<file path="src/hw/rtl/i2cms_pkg.sv">
// Package for the I2C master transfer sequencer.
// Holds the transaction structs, sequencer state and controller status codes.
// No dependencies; every RTL file of the block imports it.
package i2cms_pkg;

    // Controller status codes
    localparam logic [7:0] ST_START      = 8'h08;
    localparam logic [7:0] ST_RESTART    = 8'h10;
    localparam logic [7:0] ST_W_ADDR_ACK = 8'h18;
    localparam logic [7:0] ST_W_DATA_ACK = 8'h28;
    localparam logic [7:0] ST_R_ADDR_ACK = 8'h40;
    localparam logic [7:0] ST_R_DATA_ACK = 8'h50;
    localparam logic [7:0] ST_R_DATA_NAK = 8'h58;

    // Item kinds
    localparam logic FUNC_START = 1'b0;
    localparam logic FUNC_EVENT = 1'b1;

    // Completion codes
    localparam logic [1:0] FIN_RUN  = 2'd0;
    localparam logic [1:0] FIN_OK   = 2'd1;
    localparam logic [1:0] FIN_FAIL = 2'd2;

    typedef struct packed {
        logic        func;
        logic [6:0]  target_address;
        logic [7:0]  message_count;
        logic        timeout_flag;
        logic        event_flag;
        logic [7:0]  status_code;
        logic [7:0]  rx_data;
        logic        msg_is_read;
        logic [15:0] msg_length;
        logic [7:0]  tx_byte;
    } t_in_item;

    typedef struct packed {
        logic        write_data_valid;
        logic [7:0]  write_data;
        logic        clear_flag;
        logic        issue_start;
        logic        issue_stop;
        logic        assert_ack;
        logic        store_valid;
        logic [7:0]  store_msg_index;
        logic [15:0] store_byte_index;
        logic [1:0]  finish_status;
        logic [7:0]  next_msg_index;
        logic [15:0] next_byte_index;
    } t_out_item;

    typedef struct packed {
        logic [6:0]  device_address;
        logic [7:0]  total_messages;
        logic [7:0]  message_index;
        logic [15:0] byte_index;
    } t_seq_state;

endpackage

</file>
<file path="src/hw/rtl/i2cms_step.sv">
// Status decode for one sequencer transaction: result fields and next state.
// Pure combinational logic; depends on i2cms_pkg.
module i2cms_step import i2cms_pkg::*; (
    input  t_in_item   i_item,
    input  t_seq_state i_state,
    output t_out_item  o_result,
    output t_seq_state o_state
);

    logic        in_range;
    logic [16:0] bidx_inc;
    logic [16:0] bidx_after;
    logic [7:0]  midx_inc;
    logic        more_msgs;

    // Byte index and message index arithmetic shared by the decode arms
    assign in_range   = (i_state.byte_index < i_item.msg_length);
    assign bidx_inc   = {1'b0, i_state.byte_index} + 17'd1;
    assign bidx_after = in_range ? bidx_inc : {1'b0, i_state.byte_index};
    assign midx_inc   = i_state.message_index + 8'd1;
    assign more_msgs  = (midx_inc < i_state.total_messages);

    always_comb begin
        logic fail;
        logic do_store;
        logic do_advance;
        fail       = 1'b0;
        do_store   = 1'b0;
        do_advance = 1'b0;
        o_result   = '0;
        o_state    = i_state;

        if (i_item.func == FUNC_START) begin
            if (i_item.message_count == 8'd0) begin
                o_result.finish_status = FIN_FAIL;
            end else begin
                o_state.device_address = i_item.target_address;
                o_state.total_messages = i_item.message_count;
                o_state.message_index  = '0;
                o_state.byte_index     = '0;
                o_result.issue_start   = 1'b1;
            end
        end else if (i_item.timeout_flag) begin
            fail = 1'b1;
        end else if (i_item.event_flag) begin
            if (i_item.msg_is_read) begin
                case (i_item.status_code)
                    ST_START, ST_RESTART: begin
                        o_result.write_data_valid = 1'b1;
                        o_result.write_data       = {i_state.device_address, 1'b1};
                        o_result.clear_flag       = 1'b1;
                    end
                    ST_R_ADDR_ACK: begin
                        if (i_item.msg_length > 16'd1) begin
                            o_result.clear_flag = 1'b1;
                            o_result.assert_ack = 1'b1;
                        end else if (i_item.msg_length == 16'd1) begin
                            o_result.clear_flag = 1'b1;
                        end else begin
                            fail = 1'b1;
                        end
                    end
                    ST_R_DATA_ACK: begin
                        do_store            = 1'b1;
                        o_result.clear_flag = 1'b1;
                        o_result.assert_ack = ((bidx_after + 17'd1) < {1'b0, i_item.msg_length});
                    end
                    ST_R_DATA_NAK: begin
                        do_store   = 1'b1;
                        do_advance = 1'b1;
                    end
                    default: begin
                        fail = 1'b1;
                    end
                endcase
            end else begin
                case (i_item.status_code)
                    ST_START, ST_RESTART: begin
                        o_result.write_data_valid = 1'b1;
                        o_result.write_data       = {i_state.device_address, 1'b0};
                        o_result.clear_flag       = 1'b1;
                    end
                    ST_W_ADDR_ACK, ST_W_DATA_ACK: begin
                        if (in_range) begin
                            o_result.write_data_valid = 1'b1;
                            o_result.write_data       = i_item.tx_byte;
                            o_result.clear_flag       = 1'b1;
                            o_state.byte_index        = bidx_inc[15:0];
                        end else begin
                            do_advance = 1'b1;
                        end
                    end
                    default: begin
                        fail = 1'b1;
                    end
                endcase
            end
        end

        // Store the received byte at the current position, then step the byte index
        if (do_store && in_range) begin
            o_result.store_valid      = 1'b1;
            o_result.store_msg_index  = i_state.message_index;
            o_result.store_byte_index = i_state.byte_index;
            o_state.byte_index        = bidx_inc[15:0];
        end

        // Move to the next message: repeated START, or STOP when all are done
        if (do_advance) begin
            o_state.message_index = midx_inc;
            o_result.clear_flag   = 1'b1;
            if (more_msgs) begin
                o_state.byte_index   = '0;
                o_result.issue_start = 1'b1;
            end else begin
                o_result.issue_stop    = 1'b1;
                o_result.finish_status = FIN_OK;
            end
        end

        // Fail paths never follow a state change; drop everything and stop the bus
        if (fail) begin
            o_result               = '0;
            o_result.clear_flag    = 1'b1;
            o_result.issue_stop    = 1'b1;
            o_result.finish_status = FIN_FAIL;
            o_state                = i_state;
        end

        o_result.next_msg_index  = o_state.message_index;
        o_result.next_byte_index = o_state.byte_index;
    end

endmodule

</file>
<file path="src/hw/rtl/i2c_master_transfer_sequencer_core.sv">
// Top level of the I2C master transfer sequencer.
// Input register, status decode (i2cms_step) and result register; uses i2cms_pkg.
//
// Usage:
//   Input channel (i_in_valid / i_in_item / o_in_stall) carries one transaction
//   per controller event or per new transfer request. func = FUNC_START latches
//   the target address and message count and asks for START (a zero count fails); func = FUNC_EVENT
//   passes the controller flags, status code and the current message's
//   direction, length and transmit byte.
//   Output channel (o_out_valid / o_out_item / i_out_stall) returns exactly one
//   result transaction per input transaction, in order: data register load,
//   clear / START / STOP / ACK requests, where to store a received byte,
//   completion status and the updated message and byte indices.
// Path: an accepted transaction lands in the input register, is decoded and
//   captured in the result register when that is free, then offered on the output.
// Throughput: one transaction per cycle unless the receiver stalls. The decode
//   is one short combinational pass over the input register and the four state
//   registers; the sequencer state is updated in the same edge that loads the
//   result register.
// Stall: when the receiver stalls, the result register holds; the input
//   register then holds too and o_in_stall rises only while it is full.
// Reset: i_rst_n low (synchronous) empties both registers and clears the
//   device address, message count and both indices.
module i2c_master_transfer_sequencer_core import i2cms_pkg::*; (
    input  logic      i_clk,
    input  logic      i_rst_n,
    input  logic      i_in_valid,
    input  t_in_item  i_in_item,
    output logic      o_in_stall,
    output logic      o_out_valid,
    output t_out_item o_out_item,
    input  logic      i_out_stall
);

    logic       r_in_valid;
    t_in_item   r_in_item;
    logic       r_out_valid;
    t_out_item  r_out_item;
    t_seq_state r_state;

    t_out_item  n_out_item;
    t_seq_state n_state;

    logic out_free;
    logic step_fire;
    logic in_fire;

    // Result register takes a new transaction when empty or being drained
    assign out_free  = !r_out_valid || !i_out_stall;
    assign step_fire = r_in_valid && out_free;
    assign in_fire   = i_in_valid && !o_in_stall;

    // Stall the sender only while the input register holds an item that cannot move
    assign o_in_stall  = r_in_valid && !out_free;
    assign o_out_valid = r_out_valid;
    assign o_out_item  = r_out_item;

    i2cms_step u_step (
        .i_item   (r_in_item),
        .i_state  (r_state),
        .o_result (n_out_item),
        .o_state  (n_state)
    );

    // Input register
    always_ff @(posedge i_clk) begin
        if (!i_rst_n) begin
            r_in_valid <= 1'b0;
        end else if (in_fire) begin
            r_in_valid <= 1'b1;
        end else if (step_fire) begin
            r_in_valid <= 1'b0;
        end
    end

    always_ff @(posedge i_clk) begin
        if (in_fire) begin
            r_in_item <= i_in_item;
        end
    end

    // Result register and sequencer state advance together
    always_ff @(posedge i_clk) begin
        if (!i_rst_n) begin
            r_out_valid <= 1'b0;
            r_state     <= '0;
        end else begin
            if (step_fire) begin
                r_out_valid <= 1'b1;
                r_state     <= n_state;
            end else if (!i_out_stall) begin
                r_out_valid <= 1'b0;
            end
        end
    end

    always_ff @(posedge i_clk) begin
        if (step_fire) begin
            r_out_item <= n_out_item;
        end
    end

    // Sequencer state moves only when a transaction is decoded
    a_state_hold: assert property (@(posedge i_clk) disable iff (!i_rst_n)
        !step_fire |=> $stable(r_state))
        else $error("sequencer state changed without a decoded transaction");

    // Reported indices always match the state they leave behind
    a_next_idx: assert property (@(posedge i_clk) disable iff (!i_rst_n)
        step_fire |=> (r_out_item.next_msg_index == r_state.message_index &&
                       r_out_item.next_byte_index == r_state.byte_index))
        else $error("reported indices disagree with sequencer state");

    // START and STOP are never requested together
    a_start_stop: assert property (@(posedge i_clk) disable iff (!i_rst_n)
        r_out_valid |-> !(r_out_item.issue_start && r_out_item.issue_stop))
        else $error("START and STOP requested in one result");

    // A stored byte never coincides with a data register load
    a_store_load: assert property (@(posedge i_clk) disable iff (!i_rst_n)
        (r_out_valid && r_out_item.store_valid) |-> !r_out_item.write_data_valid)
        else $error("store and data load in one result");

    // Finish code is one of the defined completion codes
    a_finish_code: assert property (@(posedge i_clk) disable iff (!i_rst_n)
        r_out_valid |-> (r_out_item.finish_status == FIN_RUN ||
                         r_out_item.finish_status == FIN_OK ||
                         r_out_item.finish_status == FIN_FAIL))
        else $error("undefined finish status");

    // Input register cannot be stalled while empty
    a_stall_full: assert property (@(posedge i_clk) disable iff (!i_rst_n)
        o_in_stall |-> r_in_valid)
        else $error("input stalled while input register empty");

endmodule
</file>
<file path="config.mk">
export PLATFORM = sky130hd
export DESIGN_NAME = i2c_master_transfer_sequencer_core
export DESIGN_NICKNAME = d
export VERILOG_FILES = /design/src/hw/rtl/i2cms_pkg.sv /design/src/hw/rtl/i2cms_step.sv /design/src/hw/rtl/i2c_master_transfer_sequencer_core.sv
export SDC_FILE = /design/constraint.sdc
export NUM_CORES = 1
export LEC_CHECK = 0
export BUFFER_PORTS_ARGS = -buffer_cell sky130_fd_sc_hd__buf_2
export CAP_MARGIN = 20
export CORE_UTILIZATION = 55
export CTS_CLUSTER_SIZE = 30
export DETAILED_ROUTE_END_ITERATION = 8
export PLACE_DENSITY = 0.78
export SYNTH_ARGS = -nofsm -noshare
export SYNTH_HDL_FRONTEND = slang
export SYNTH_SLANG_ARGS = --single-unit
</file>
<file path="constraint.sdc">
create_clock -name i_clk -period 7.06 [get_ports i_clk]
set_input_delay 1.059 -clock i_clk [delete_from_list [all_inputs] [get_ports i_clk]]
set_output_delay 1.059 -clock i_clk [all_outputs]
set_load 0.01 [all_outputs]
</file>
==> metrics.yaml <==
setup_path:
  cp-startpoint: "r_state[11]$_SDFFE_PN0P_"
  cpMaxStageDelayCell: "dfxtp_1"
  end_kind: "register"
  arrival_ns: 6.38
  path_common_cell: "ha_1"
  crit_type: "reg2reg"
  critPathMaxStageDelay_ns: 0.58
  cp_data_required_time_ns: 7.36
  rr_startpoint: "r_state[11]$_SDFFE_PN0P_"
  crit_chain: "ha_1, and2_1, a221o_1, a21oi_2, o21ai_1, xnor2_1, ha_1, o21ai_2, nor4_4, nand2_2, xnor2_1, ha_1, a21o_1, a21oi_1, nor2b_1, a2111oi_0, or4bb_1, o211ai_1, o211a_1"
  start_kind: "register"
  crit_path_max_fanout: 10
clocking:
  cts_tree: "done"
  post_cts_buffers: 0
  clock_path_buffers: 2
  root_buffer: "clkbuf_16"
  clkSinkCount: 156
  cts-htree-levels: 4
  cts_hold_buf: 0
  cts_resized: 0
  cts_made_buffers: 17
  clk_pin_slew_ns: 0.07
  insertion_delay_ns: 0.43
finish:
  fill_cells: 1086
  final_common_cell: "buf_2"
  area_delta_synth_final_pct: 16.0
  fin_nets: 980
  final_cells: 1071
  layout.cells.most_common_list: "buf_2, edfxtp_1, nand2_1"
  drive_above_1_share_pct: 21.8
drt:
  drtIter0Drc: 604
  route.detailed.drc: 0
  ant_nets: 0
  first_pass_iters: 6
  drt-vias-per-instance: 5.81
  wl_mm: 18.3
  num_vias: 6218
  wl_per_cell_microns: 17.1
synth:
  synth_edf_count: 115
  async_flop_share_pct: 0
  yosysSeqAreaShare_pct: 53.2
  synth.net_count: 867
  syn_avg_cell_area_sq_um: 10.5
  synthFlopType: "edfxtp_1"
  ys_ff_latch: 156
  yosysWarningCount: 0
  yosysUniqueCellTypes: 80
  synth_area_sq_um: 8040
  synth_cells: 764
floorplan:
  die_h_microns: 123
  num_rows: 43
  pin_count: 129
  initial_utilization_pct: 57.0
  die_x_microns: 123
  dieArea_sq_um: 15100
  core_sq_um: 14100
timing:
  setup_violations: 0
  fmax_mhz: 165
  fin_worst_skew_ns: 0.00985
  rsz0062_at_grt: "no"
  setup_tns_ns: 0
  max_slew_margin_pct: 32.3
  slew_violations: 0
  hold_violations: 0
  tightest_slew_ns: 1.01
  period_share_pct: 86.0
  finalCriticalPeriod_ns: 6.07
status:
  status: "completed"
min_path:
  hp-class: "reg2reg"
  min_from: "r_state[30]$_SDFFE_PN0P_"
pwr:
  max-vdd-ir-drop_mv: 0.147
  p_seq_share_pct: 51.8
  power_density_nw_per_um2: 217
  pwr-share-clk_pct: 41.8
  switchingPower_w: 0.000488
  pwr-share-comb_pct: 6.4
  internal-power_w: 0.00153
  swShare_pct: 24.2
  p_leak_nw: 3.63
grt:
  grt_pass1_vias: 5609
  grt_pass1_wl_mm: 28.9
  grt_use_total_pct: 25.6
  antenna_found_initial: 1
  grt_max_degree: 52
  gr-total-overflow: 0
placement:
  gp_congestion: 0.936
  dp_cells: 1038
  dp_hpwl_mm: 13.1
  io_buffers: 120
flow_run:
  cap_violations: 0
-- layer usage --
metal | routed length, microns | vias up | track usage [%]
met5 | 0 | - | 0
met4 | 440 | 0 | 11.1
met3 | 1340 | 34 | 5.40
met2 | 8120 | 280 | 37.4
met1 | 8390 | 2867 | 36.7
li1 | - | 3037 | -
-- stage by stage --
step / area [sq um] / power [W] / util (%) / hold slack, ns / setup slack (ns)
floorplan: 8040 / 0.00114 / - / 0.433 / 2.17
global placement: 8780 / 0.00119 / 62.3 / 0.442 / 1.32
detailed placement: 8780 / 0.00120 / 62.3 / 0.448 / 1.23
CTS: 9330 / 0.00203 / 66.2 / 0.456 / 1.12
global route: 9330 / 0.00209 / 66.2 / 0.473 / 0.748
finish: 9330 / 0.00202 / 66.2 / 0.459 / 0.986
-- worst paths after layout --
check | to | slack (ns) | cells past startpoint
worst min-delay path | r_state[30]$_SDFFE_PN0P_ | 0.46 | 2
worst max register to register | o_out_item[51]$_SDFFCE_PP0P_ | 0.99 | 19
worst max-delay path | o_out_item[51]$_SDFFCE_PP0P_ | 0.99 | 19
worst min register to register | r_state[30]$_SDFFE_PN0P_ | 0.46 | 2
-- synthesized netlist by cell type (5+ instances only) --
| cell | count | area, sq um |
|---|---|---|
| inv_1 | 30 | 113 |
| nand2_1 | 95 | 357 |
| nor2_1 | 67 | 251 |
| a21o_1 | 5 | 37.5 |
| xnor2_1 | 25 | 219 |
| a21oi_1 | 43 | 215 |
| nand4_1 | 13 | 81.3 |
| nor3_1 | 13 | 65.1 |
| edfxtp_1 | 115 | 3450 |
| and3_1 | 8 | 50.1 |
| o32ai_1 | 8 | 70.1 |
| clkbuf_1 | 25 | 93.8 |
| xor2_1 | 8 | 70.1 |
| and2_1 | 28 | 175 |
| a31oi_1 | 8 | 50.1 |
| a22oi_1 | 8 | 60.1 |
| nand2b_1 | 11 | 68.8 |
| and4_1 | 5 | 43.8 |
| o22ai_1 | 7 | 43.8 |
| ha_1 | 40 | 500 |
| nand3_1 | 26 | 130 |
| dfxtp_1 | 41 | 821 |
| o21a_1 | 5 | 37.5 |
| or2_2 | 5 | 31.3 |
| nor4_1 | 6 | 37.5 |
| o21ai_0 | 20 | 100 |
-- state kept, by name, summed over array words and instances, names as in the netlist --
| name | cells |
|---|---|
| r_in_valid | 1 |
| r_state | 39 |
| o_out_item | 64 |
| r_in_item | 51 |
| o_out_valid | 1 |
-- critical path: cells and delay by family, from the launching register on --
| kind | cells | cell delay [ns] |
|---|---|---|
| AOI/OAI and AO/OA | 9 | 2.61 |
| and+or+nand+nor | 5 | 1.33 |
| xor gates and xnor gates | 2 | 0.50 |
| adders and majority gates | 3 | 0.90 |
| DFF | 1 | 0.58 |
-- area by class of cell --
type / count / area, sq um / area share, %
sequential: 156 / 4270 / 45.8
multi-input combinational: 540 / 3490 / 37.5
clock buffer: 19 / 433 / 4.64
inverter: 34 / 129 / 1.38
antenna: 1 / 2.50 / 0.0268
timing repair buffer: 128 / 661 / 7.08
tap: 180 / 225 / 2.41
clock inverter: 13 / 111 / 1.19
-- power by group through the flow --
| stage | combinational [W] | sequential [W] | clock (W) |
|---|---|---|---|
| floorplan | 0.0000690 | 0.00107 | 0 |
| global placement | 0.000126 | 0.00106 | 0 |
| detailed placement | 0.000130 | 0.00107 | 0 |
| CTS | 0.000131 | 0.00105 | 0.000854 |
| global route | 0.000146 | 0.00105 | 0.000893 |
| finish | 0.000130 | 0.00105 | 0.000844 |
-- logic make-up (layout without fill, tap and decap cells) --
kind of cell             Yosys count  after routing  synth area share (%)
buffers and inverters             68            194                  3.49
adder cells (fa/ha/maj)           40             40                  6.22
AO/OA/AOI/OAI                    157            157                  13.6
other                              0              1                     0
AND/OR/NAND/NOR                  305            305                  19.2
XOR/XNOR                          33             33                  3.59
flip-flops                       156            156                  53.2
multiplexers                       5              5                 0.685
Note: power is estimated with default switching activity, not from simulation.
